==> config.mk <==
export PLATFORM = sky130hd
export DESIGN_NAME = aalb_ctrl
export DESIGN_NICKNAME = d
export VERILOG_FILES = /design/src/rtl/core/aalb_pkg.sv /design/src/rtl/core/aalb_ctrl.sv
export SDC_FILE = /design/constraint.sdc
export NUM_CORES = 1
export LEC_CHECK = 0
export ABC_AREA = 1
export BUFFER_PORTS_ARGS = -buffer_cell sky130_fd_sc_hd__buf_4
export CORE_MARGIN = 10
export CORE_UTILIZATION = 38
export CTS_BUF_LIST = sky130_fd_sc_hd__clkbuf_8
export DETAILED_ROUTE_END_ITERATION = 10
export PLACE_DENSITY = 0.71
export SYNTH_ARGS = -nofsm -noshare
export SYNTH_HDL_FRONTEND = slang
export SYNTH_SLANG_ARGS = --single-unit
==> constraint.sdc <==
create_clock -name i_clk -period 2.8 [get_ports i_clk]
set_clock_uncertainty 0.1 [all_clocks]
set_input_delay 0.28 -clock i_clk [delete_from_list [all_inputs] [get_ports i_clk]]
set_output_delay 0.28 -clock i_clk [all_outputs]
set_load 0.02 [all_outputs]
==> src/rtl/core/aalb_pkg.sv <==
`timescale 1ns / 1ps
// Shared constants, register indexes and controller/datapath handshake types.
package aalb_pkg;

    localparam int DEF_WINDOW_LENGTH       = 50;
    localparam int DEF_PERIODS_PER_AVERAGE = 10;
    localparam int DEF_SAMPLE_BITS         = 10;

    localparam int CFG_IDX_W  = 8;
    localparam int CFG_DATA_W = 8;
    localparam int BRIGHT_W   = 8;
    localparam int PCT_DIV    = 100;

    localparam logic [BRIGHT_W-1:0] BRIGHT_MAX  = '1;
    localparam logic [BRIGHT_W-1:0] BRIGHT_ZERO = '0;

    localparam logic [CFG_IDX_W-1:0] REG_VALLEY = CFG_IDX_W'(0);
    localparam logic [CFG_IDX_W-1:0] REG_PEAK   = CFG_IDX_W'(1);

    localparam logic [CFG_DATA_W-1:0] VALLEY_RST = CFG_DATA_W'(70);
    localparam logic [CFG_DATA_W-1:0] PEAK_RST   = CFG_DATA_W'(190);

    typedef struct packed {
        logic accept;
        logic lo_start;
        logic lo_take;
        logic hi_start;
        logic hi_take;
        logic span_load;
        logic br_eval;
        logic br_take;
        logic blk_step;
        logic win_update;
        logic out_load;
    } t_cmd;

    typedef struct packed {
        logic fill;
        logic div_idle;
        logic br_direct;
        logic blk_full;
        logic out_free;
    } t_sts;

endpackage

==> src/rtl/core/aalb_ctrl.sv <==
`timescale 1ns / 1ps
// Controller: sequences bounds, brightness, block average and window update per period.
module aalb_ctrl import aalb_pkg::*; (
    input  logic i_clk,
    input  logic i_rst_n,
    input  logic i_in_valid,
    input  logic i_period_end,
    output logic o_in_ready,
    output t_cmd o_cmd,
    input  t_sts i_sts
);

    typedef enum logic [10:0] {
        S_IDLE  = 11'b000_0000_0001,
        S_LO    = 11'b000_0000_0010,
        S_LO_W  = 11'b000_0000_0100,
        S_HI    = 11'b000_0000_1000,
        S_HI_W  = 11'b000_0001_0000,
        S_SPAN  = 11'b000_0010_0000,
        S_BR    = 11'b000_0100_0000,
        S_BR_W  = 11'b000_1000_0000,
        S_BLK   = 11'b001_0000_0000,
        S_AVG_W = 11'b010_0000_0000,
        S_OUT   = 11'b100_0000_0000
    } t_state;

    t_state r_state, n_state;

    always_comb begin
        n_state    = r_state;
        o_cmd      = '0;
        o_in_ready = 1'b0;
        case (r_state)
            S_IDLE: begin
                o_in_ready   = 1'b1;
                o_cmd.accept = i_in_valid;
                if (i_in_valid && i_period_end) begin
                    n_state = i_sts.fill ? S_BLK : S_LO;
                end
            end
            S_LO: begin
                o_cmd.lo_start = 1'b1;
                n_state        = S_LO_W;
            end
            S_LO_W: begin
                o_cmd.lo_take = 1'b1;
                n_state       = S_HI;
            end
            S_HI: begin
                o_cmd.hi_start = 1'b1;
                n_state        = S_HI_W;
            end
            S_HI_W: begin
                o_cmd.hi_take = 1'b1;
                n_state       = S_SPAN;
            end
            S_SPAN: begin
                o_cmd.span_load = 1'b1;
                n_state         = S_BR;
            end
            S_BR: begin
                o_cmd.br_eval = 1'b1;
                n_state       = i_sts.br_direct ? S_BLK : S_BR_W;
            end
            S_BR_W: begin
                if (i_sts.div_idle) begin
                    o_cmd.br_take = 1'b1;
                    n_state       = S_BLK;
                end
            end
            S_BLK: begin
                o_cmd.blk_step = 1'b1;
                n_state        = i_sts.blk_full ? S_AVG_W : S_OUT;
            end
            S_AVG_W: begin
                o_cmd.win_update = 1'b1;
                n_state          = S_OUT;
            end
            S_OUT: begin
                if (i_sts.out_free) begin
                    o_cmd.out_load = 1'b1;
                    n_state        = S_IDLE;
                end
            end
            default: begin
                n_state = S_IDLE;
            end
        endcase
    end

    always_ff @(posedge i_clk) begin
        if (!i_rst_n) begin
            r_state <= S_IDLE;
        end else begin
            r_state <= n_state;
        end
    end

    a_end_busy: assert property (@(posedge i_clk) disable iff (!i_rst_n)
        o_in_ready && i_in_valid && i_period_end |=> !o_in_ready)
        else $error("item taken while a period is in progress");

endmodule

==> results of run 1 <==
[cell families after synthesis]
logic type | share of synthesized area, %
AND/OR/NAND/NOR | 53.2
buffers and inverters | 15.0
flip-flops | 28.6
AO/OA/AOI/OAI | 3.25
[worst max-delay path by stage]
stage | startpoint | end | slack (ns) | cells past startpoint
3_5_place_dp | r_state[5]$_SDFFE_PN0P_ | o_cmd[2] | 1.31 | 6
2_1_floorplan | r_state[10]$_SDFFE_PN0P_ | o_cmd[10] | 1.35 | 5
4_1_cts | r_state[5]$_SDFFE_PN0P_ | o_cmd[2] | 1.05 | 6
3_3_place_gp | r_state[10]$_SDFFE_PN0P_ | o_cmd[10] | 1.35 | 6
5_1_grt | r_state[5]$_SDFFE_PN0P_ | o_cmd[2] | 0.96 | 6
6_report | r_state[5]$_SDFFE_PN0P_ | o_cmd[2] | 1.05 | 6
[metrics by stage]
stage,area [um2],utilization (%),power [uW]
CTS,991,51.0,513
detailed placement,946,48.7,354
floorplan,769,-,306
finish,991,51.0,506
global route,991,51.0,534
global placement,946,48.7,351
[power by group]
part / switching, uW / internal [uW] / total [uW]
Clock: 61.9 / 96.5 / 158
Sequential: 6.45 / 165 / 171
Combinational: 112 / 64.7 / 177
[routing by layer]
| layer | track usage, % | vias up |
|---|---|---|
| met3 | 1.55 | 4 |
| met4 | 4.81 | 0 |
| met5 | 0 | - |
| met1 | 10.3 | 328 |
| met2 | 14.9 | 23 |
| li1 | - | 396 |
[synthesized netlist by cell type]
cell type | count | area, um2
sky130_fd_sc_hd__inv_4 | 1 | 6.26
sky130_fd_sc_hd__nor2_4 | 5 | 56.3
sky130_fd_sc_hd__inv_1 | 26 | 97.6
sky130_fd_sc_hd__nand2_4 | 2 | 22.5
sky130_fd_sc_hd__nor3_1 | 2 | 10.0
sky130_fd_sc_hd__nand2_2 | 3 | 18.8
sky130_fd_sc_hd__nor2_2 | 3 | 18.8
sky130_fd_sc_hd__inv_2 | 1 | 3.75
sky130_fd_sc_hd__nand3_2 | 1 | 10.0
sky130_fd_sc_hd__nor2_1 | 15 | 56.3
sky130_fd_sc_hd__or2_1 | 1 | 6.26
sky130_fd_sc_hd__a21oi_1 | 1 | 5.00
sky130_fd_sc_hd__o21ai_1 | 2 | 10.0
sky130_fd_sc_hd__nand2_1 | 26 | 97.6
sky130_fd_sc_hd__buf_4 | 1 | 7.51
sky130_fd_sc_hd__dfxtp_1 | 11 | 220
sky130_fd_sc_hd__and3_1 | 1 | 6.26
sky130_fd_sc_hd__nor3_4 | 1 | 16.3
sky130_fd_sc_hd__nor3_2 | 6 | 60.1
sky130_fd_sc_hd__o21ai_0 | 2 | 10.0
sky130_fd_sc_hd__nand3_1 | 6 | 30.0
[area by class of cell]
type | instances | area (um2) | area share, %
Clock buffer | 3 | 41.3 | 4.17
Clock inverter | 1 | 3.75 | 0.379
Inverter | 28 | 108 | 10.9
Multi-Input combinational cell | 77 | 434 | 43.8
Sequential cell | 11 | 220 | 22.2
Tap cell | 27 | 33.8 | 3.41
Timing Repair Buffer | 20 | 150 | 15.2
[cells in the final DEF (no fill, tap or decap)]
| cell | instances |
|---|---|
| sky130_fd_sc_hd__a21oi_1 | 1 |
| sky130_fd_sc_hd__and3_1 | 1 |
| sky130_fd_sc_hd__buf_4 | 20 |
| sky130_fd_sc_hd__clkbuf_8 | 3 |
| sky130_fd_sc_hd__dfxtp_1 | 11 |
| sky130_fd_sc_hd__inv_1 | 27 |
| sky130_fd_sc_hd__inv_2 | 1 |
| sky130_fd_sc_hd__inv_4 | 1 |
| sky130_fd_sc_hd__nand2_1 | 26 |
| sky130_fd_sc_hd__nand2_2 | 3 |
| sky130_fd_sc_hd__nand2_4 | 2 |
| sky130_fd_sc_hd__nand3_1 | 6 |
| sky130_fd_sc_hd__nand3_2 | 1 |
| sky130_fd_sc_hd__nor2_1 | 15 |
| sky130_fd_sc_hd__nor2_2 | 3 |
| sky130_fd_sc_hd__nor2_4 | 5 |
| sky130_fd_sc_hd__nor3_1 | 2 |
| sky130_fd_sc_hd__nor3_2 | 6 |
| sky130_fd_sc_hd__nor3_4 | 1 |
| sky130_fd_sc_hd__o21ai_0 | 2 |
| sky130_fd_sc_hd__o21ai_1 | 2 |
| sky130_fd_sc_hd__or2_1 | 1 |
[critical path, delay by kind of cell, from the launching register on]
| family | cells | cell delay, ns |
|---|---|---|
| simple gates | 4 | 0.57 |
| flops | 1 | 0.33 |
| buf+inv | 2 | 0.23 |
==> summary.log, run 1 <==
INFO  outcome        status=completed
INFO  synthesis      syn_inst=117
INFO  setup_path     required_time_of_the_critical_path=2.42ns
INFO  finish         flow.area_growth_from_synthesis=28.8%
INFO  sta            timing_worst_slew_pin_value=0.342ns
INFO  clocking       clk-insertion-delay-late=0.24ns
INFO  setup_path     worst_path_class_setup=reg -> out
INFO  power_and_ir_drop irDropWorstVdd=0.341mV
INFO  setup_path     worst_path_largest_cell_delay=0.33ns
INFO  finish         diodes_inserted=0
INFO  worst_hold_path min_delay_path_class=in -> reg
INFO  sta            fin_crit=1.75ns
INFO  global_routing first_pass_grt_wire_length=3100um
INFO  floorplan      die_outline_area=0.00423mm2
INFO  global_routing vias_in_the_first_global_route=751
INFO  placed_design  place.port_buffers=20
INFO  clocking       post-cts-setup-buffer-count=0
INFO  detailed_routing vias_per_cell=4.50
INFO  worst_hold_path worst_hold_endpoint=r_state[10]$_SDFFE_PN0P_
INFO  setup_path     critPathMaxFanout=4
INFO  clocking       cts_buffers=3
INFO  clocking       clock_tree_from_tritoncts=done
INFO  finish         layout.filler_cells=216
INFO  sta            hold_fails_final_rpt=0
INFO  clocking       master_cell_of_the_clock_root_buffer=sky130_fd_sc_hd__clkbuf_8
INFO  worst_hold_path hp_start=i_rst_n
INFO  synthesis      synth.lib_cells_used.distinct=21
INFO  global_routing grt_antenna_before_repair=0
INFO  setup_path     timing.rr.start=r_state[5]$_SDFFE_PN0P_
INFO  detailed_routing drtAntennaViolNets=0
INFO  clocking       ctsHtreeMaxLevel=1
INFO  floorplan      chipHeight=65um
INFO  global_routing grt_start_max_net_pins=8
INFO  floorplan      core_box_area=0.00194mm2
INFO  finish         largest_registers=r_state: 11 flops
INFO  setup_path     ff2ff_path_depth=8
INFO  synthesis      syn_avg_cell_area=6.58um2
INFO  setup_path     endpoint_kind=output pin
INFO  setup_path     ff2ff_setup_slack=1.41ns
INFO  detailed_routing wl_met2=842um
INFO  sta            max_clock_freq=573MHz
INFO  detailed_routing detailedRoute.firstIterationViolations=19
INFO  detailed_routing via_count=751
INFO  detailed_routing highest_layer=met4
INFO  detailed_routing drt_first_pass_iters=4
INFO  placed_design  routabilityCongestion=0.786
INFO  setup_path     timing.critical_path.slowest_stage_cell=sky130_fd_sc_hd__dfxtp_1
INFO  clocking       clkTransAtPathRegs=0.05ns
INFO  sta            final.setup.tns=0ns
INFO  sta            grt_setup_unrepaired=false
INFO  detailed_routing wl_per_cell=10.6um
INFO  floorplan      fp-row-count=16
INFO  clocking       clock_sinks=11
INFO  floorplan      floorplan.initialDensity=39.6%
INFO  detailed_routing finalWirelength=1770um
INFO  synthesis      yosys_warnings=0
INFO  setup_path     critical_path.most_common_cell=sky130_fd_sc_hd__nor2_2
INFO  setup_path     critical_path.startpoint_type=flip-flop
INFO  synthesis      synth_area=769um2
INFO  job            max_cap_violations=0
INFO  finish         largest_register_ffs=11
INFO  detailed_routing detail_route.wirelength.met1=786um
INFO  sta            finalCritPeriodShare=62.3%
INFO  placed_design  placed_cells_incl_taps=163
INFO  worst_hold_path hold_path_depth=3
INFO  finish         final_cells=167
INFO  finish         share_of_layout_cells_above_drive_strength_1=32.9%
INFO  synthesis      synth_seq_area_share=28.6%
INFO  floorplan      die_span_in_x=65um
INFO  sta            holdWs=0.168ns
INFO  synthesis      ys_seq_elements=11
INFO  sta            setup_ws=1.05ns
INFO  power_and_ir_drop power_per_cell_area=511mW/mm2
INFO  global_routing grt_overflow=0
INFO  sta            slew_viol_final=0
INFO  clocking       ctsResizeCount=0
INFO  detailed_routing met3RoutedLength=95um
INFO  finish         final_nets=150
INFO  setup_path     worst-endpoint-arrival=1.37ns
INFO  setup_path     cp_cell_sequence=nor2_2 -> nand2_2 -> nor2_2 -> nand3_1 -> inv_1 -> buf_4
INFO  clocking       cts.hold.buffers_added=0
INFO  sta            setup_viol=0
INFO  sta            max-slew-margin-rel=77.2%
INFO  setup_path     crit-reg2reg-capture=r_state[4]$_SDFFE_PN0P_
INFO  placed_design  post-place-ws=1.31ns
INFO  power_and_ir_drop power.static_leakage=0.000569uW
INFO  global_routing track_usage=8.82%
INFO  detailed_routing drc=0
INFO  finish         max_flop_register=r_state
INFO  floorplan      number_of_top_level_pins=21
INFO  placed_design  dp_hpwl=1480um
INFO  clocking       clockBufferDepth=2
INFO  synthesis      mappedNetlistNets=126
Power figures use the tool's default switching activity.
==> run 2: changes to the inputs <==
- PLACE_DENSITY: 0.71 -> 0.73
- clock period: 2.8 -> 1.5 ns (I/O delays scaled with it)
==> run 2 against run 1 <==
Net effect: die area stayed put; worst hold slack worse by 0.13 ns; count of clock-buffer cells in the layout stayed put; flip-flop and latch count stayed put; global-route usage is 0.58 points higher; the flow now finishes with violations (setup timing); critical path depth stayed put; sequential power is 88% higher; highest routed layer unchanged; wire length is 9.6% higher; core utilization is 10 points higher.
==> summary.log, run 2 (synthesized netlist as in run 1, its figures left out) <==
INFO  power_and_ir_drop irDropWorstVdd=0.601mV [+76%]
INFO  worst_hold_path worst_hold_endpoint=r_state[10]$_SDFFE_PN0P_
INFO  detailed_routing drtAntennaViolNets=0 [unchanged]
INFO  clocking       clock_tree_from_tritoncts=done
INFO  finish         most-common-layout-cells=sky130_fd_sc_hd__nand2_1 (20), sky130_fd_sc_hd__buf_4 (20), sky130_fd_sc_hd__inv_1 (18)
INFO  finish         final_area=0.00119mm2 [+20%]
INFO  sta            setup_ws=-0.0537ns [-1.11 ns]
INFO  finish         multi_input_area=507um2 [+17%]
INFO  setup_path     cp_cell_sequence=nor2_4 -> nand2_4 -> nor2_4 -> nand2_4 -> nor2_4 -> buf_6
INFO  placed_design  dp_hpwl=1490um [+0.73%]
INFO  global_routing first_pass_grt_wire_length=3310um [+6.7%]
INFO  finish         register_area=229um2 [+4.0%]
INFO  sta            slew_viol_final=0 [unchanged]
INFO  floorplan      fp-row-count=16 [unchanged]
INFO  global_routing track_usage=9.41% [+0.58 points]
INFO  clocking       clk-insertion-delay-late=0.24ns [about the same]
INFO  finish         diodes_inserted=0 [unchanged]
INFO  placed_design  placed_cells_incl_taps=163 [unchanged]
INFO  finish         max_flop_register=r_state
INFO  outcome        violations=setup timing
INFO  power_and_ir_drop power.static_leakage=0.000625uW [+9.8%]
INFO  global_routing vias_in_the_first_global_route=796 [+6.0%]
INFO  setup_path     required_time_of_the_critical_path=1.25ns [-1.17 ns]
INFO  worst_hold_path hold_path_depth=3 [unchanged]
INFO  detailed_routing detailedRoute.firstIterationViolations=6 [-13]
INFO  clocking       ctsHtreeMaxLevel=1 [unchanged]
INFO  setup_path     timing.critical_path.depth=6 [unchanged]
INFO  setup_path     ff2ff_setup_slack=-0.04ns [-1.45 ns]
INFO  clocking       cts.hold.buffers_added=0 [unchanged]
INFO  detailed_routing via_count=780 [+3.9%]
INFO  floorplan      die_outline_area=0.00423mm2 [unchanged]
INFO  finish         share_of_layout_cells_above_drive_strength_1=56.0% [+23 points]
INFO  setup_path     critical-path-top-delay-family=simple AND/OR/NAND/NOR gates
INFO  sta            finalCritPeriodShare=104%
INFO  setup_path     worst-endpoint-arrival=1.30ns [-0.07 ns]
INFO  setup_path     timing.critical_path.slowest_stage_cell=sky130_fd_sc_hd__dfxtp_2
INFO  sta            setup_viol=14 [+14]
INFO  detailed_routing drt_first_pass_iters=3 [-1]
INFO  job            max_cap_violations=0 [unchanged]
INFO  floorplan      core_box_area=0.00194mm2 [unchanged]
INFO  finish         final_cells=177 [+6.0%]
INFO  detailed_routing vias_per_cell=4.41 [-2.0%]
INFO  power_and_ir_drop finalPower=1040uW [+110%]
INFO  clocking       clockBufferDepth=2 [unchanged]
INFO  finish         final_nets=160 [+6.7%]
INFO  floorplan      floorplan.initialDensity=39.6% [unchanged]
INFO  finish         layout.filler_cells=184 [-15%]
INFO  setup_path     crit-reg2reg-capture=r_state[1]$_SDFFE_PN0P_
INFO  sta            final.setup.tns=-0.405ns [-0.405 ns]
INFO  sta            fin_crit=1.55ns
INFO  sta            timing_worst_slew_pin_value=0.304ns [-0.0377 ns]
INFO  clocking       clock_sinks=11 [unchanged]
INFO  detailed_routing wl_per_cell=10.9um [+3.4%]
INFO  setup_path     combined_buffer_and_inverter_count_along_the_critical_path=1 [-1]
INFO  global_routing grt_start_max_net_pins=8 [unchanged]
INFO  sta            max_clock_freq=644MHz
INFO  sta            grt_setup_unrepaired=true
INFO  worst_hold_path hp_start=i_rst_n
INFO  floorplan      chipHeight=65um [unchanged]
INFO  detailed_routing drc=0 [unchanged]
INFO  global_routing grt_antenna_before_repair=0 [unchanged]
INFO  worst_hold_path min_delay_path_class=in -> reg
INFO  floorplan      die_span_in_x=65um [unchanged]
INFO  setup_path     ff2ff_path_depth=8 [unchanged]
INFO  setup_path     worst_path_largest_cell_delay=0.34ns [about the same]
INFO  placed_design  placement_stage_cell_area=946um2 [unchanged]
INFO  setup_path     timing.rr.start=r_state[9]$_SDFFE_PN0P_
INFO  global_routing grt_overflow=0 [unchanged]
INFO  outcome        status=complete, but fails checks
INFO  clocking       cts_buffers=3 [unchanged]
INFO  clocking       master_cell_of_the_clock_root_buffer=sky130_fd_sc_hd__clkbuf_8
INFO  sta            hold_fails_final_rpt=0 [unchanged]
INFO  floorplan      number_of_top_level_pins=21 [unchanged]
INFO  sta            max-slew-margin-rel=79.7% [+2.5 points]
INFO  power_and_ir_drop power_per_cell_area=875mW/mm2 [+71%]
INFO  setup_path     critical_path.most_common_cell=sky130_fd_sc_hd__nor2_4
INFO  finish         largest_register_ffs=11 [unchanged]
INFO  setup_path     critPathMaxFanout=5 [+1]
INFO  placed_design  post-place-ws=0.122ns [-1.19 ns]
INFO  setup_path     critical_path.startpoint_type=flip-flop
INFO  placed_design  routabilityCongestion=0.820 [+4.3%]
INFO  detailed_routing finalWirelength=1940um [+9.6%]
INFO  placed_design  place.port_buffers=20 [unchanged]
INFO  setup_path     endpoint_kind=output pin
INFO  clocking       clkTransAtPathRegs=0.05ns [about the same]
INFO  finish         largest_registers=r_state: 11 flops
INFO  setup_path     worst_path_class_setup=reg -> out
INFO  finish         flow.area_growth_from_synthesis=54.1%
## run 2: cell types whose count changed in the layout (fill, tap and decap cells not counted), moves of 2 or more
cell / delta
sky130_fd_sc_hd__nand2_4: +2
sky130_fd_sc_hd__dfxtp_1: -7
sky130_fd_sc_hd__inv_1: -9
sky130_fd_sc_hd__dfxtp_2: +7
sky130_fd_sc_hd__inv_2: +8
sky130_fd_sc_hd__nand2_1: -6
sky130_fd_sc_hd__buf_6: +10
sky130_fd_sc_hd__nor2_4: +6
sky130_fd_sc_hd__nand2_2: +4
sky130_fd_sc_hd__nor2_1: -5
## run 2: per-stage QoR
step | hold slack [ns] | utilization, %
after global placement | 0.279 | 48.7
after floorplan | 0.156 | -
final | 0.0429 | 61.1
after detailed placement | 0.280 | 48.7
after CTS | 0.0398 | 56.1
after global routing | 0.0560 | 61.1
## run 2: report_power, final
group | leakage (uW) | switching, uW | internal [uW]
combinational | 0.000507 | 244 | 172
sequential | 0.0000926 | 13.5 | 308
clock | 0.0000255 | 118 | 183
total | 0.000625 | 375 | 663
## run 2: final cells by class
cell class | instances | share of cell area (%)
clock buffer | 3 | 3.48
multi-input combinational | 77 | 42.7
tap | 27 | 2.85
timing repair buffer | 30 | 22.2
sequential | 11 | 19.3
inverter | 28 | 9.07
clock inverter | 1 | 0.422
## run 2: tightest hold or removal path, stage by stage
cell                      delay [ns]
sky130_fd_sc_hd__buf_4          0.10
sky130_fd_sc_hd__o21ai_1        0.06
sky130_fd_sc_hd__inv_1          0.04
## run 2: how the worst max path moves through the flow
stage,from,endpoint
finish,r_state[9]$_SDFFE_PN0P_,o_cmd[10]
global route,r_state[9]$_SDFFE_PN0P_,r_state[1]$_SDFFE_PN0P_
CTS,r_state[5]$_SDFFE_PN0P_,o_cmd[10]
detailed placement,r_state[7]$_SDFFE_PN0P_,r_state[1]$_SDFFE_PN0P_
global placement,r_state[4]$_SDFFE_PN0P_,r_state[1]$_SDFFE_PN0P_
floorplan,r_state[10]$_SDFFE_PN0P_,o_cmd[10]
## run 2: what timing repair did
action                                  CTS  global route
gates resized for setup                  19            26
endpoints found under the hold margin     0             0
buffers inserted                          5             5
endpoints found under the setup margin   11            20
pin swaps                                 8            11
## run 2: layer usage
metal | GRT usage [%] | vias to the layer above | part of all wire, %
li1 | - | 413 | -
met1 | 10.9 | 345 | 43
met2 | 15.6 | 20 | 49
met3 | 2.75 | 2 | 6.4
met4 | 4.01 | 0 | 1.8
met5 | 0 | - | 0
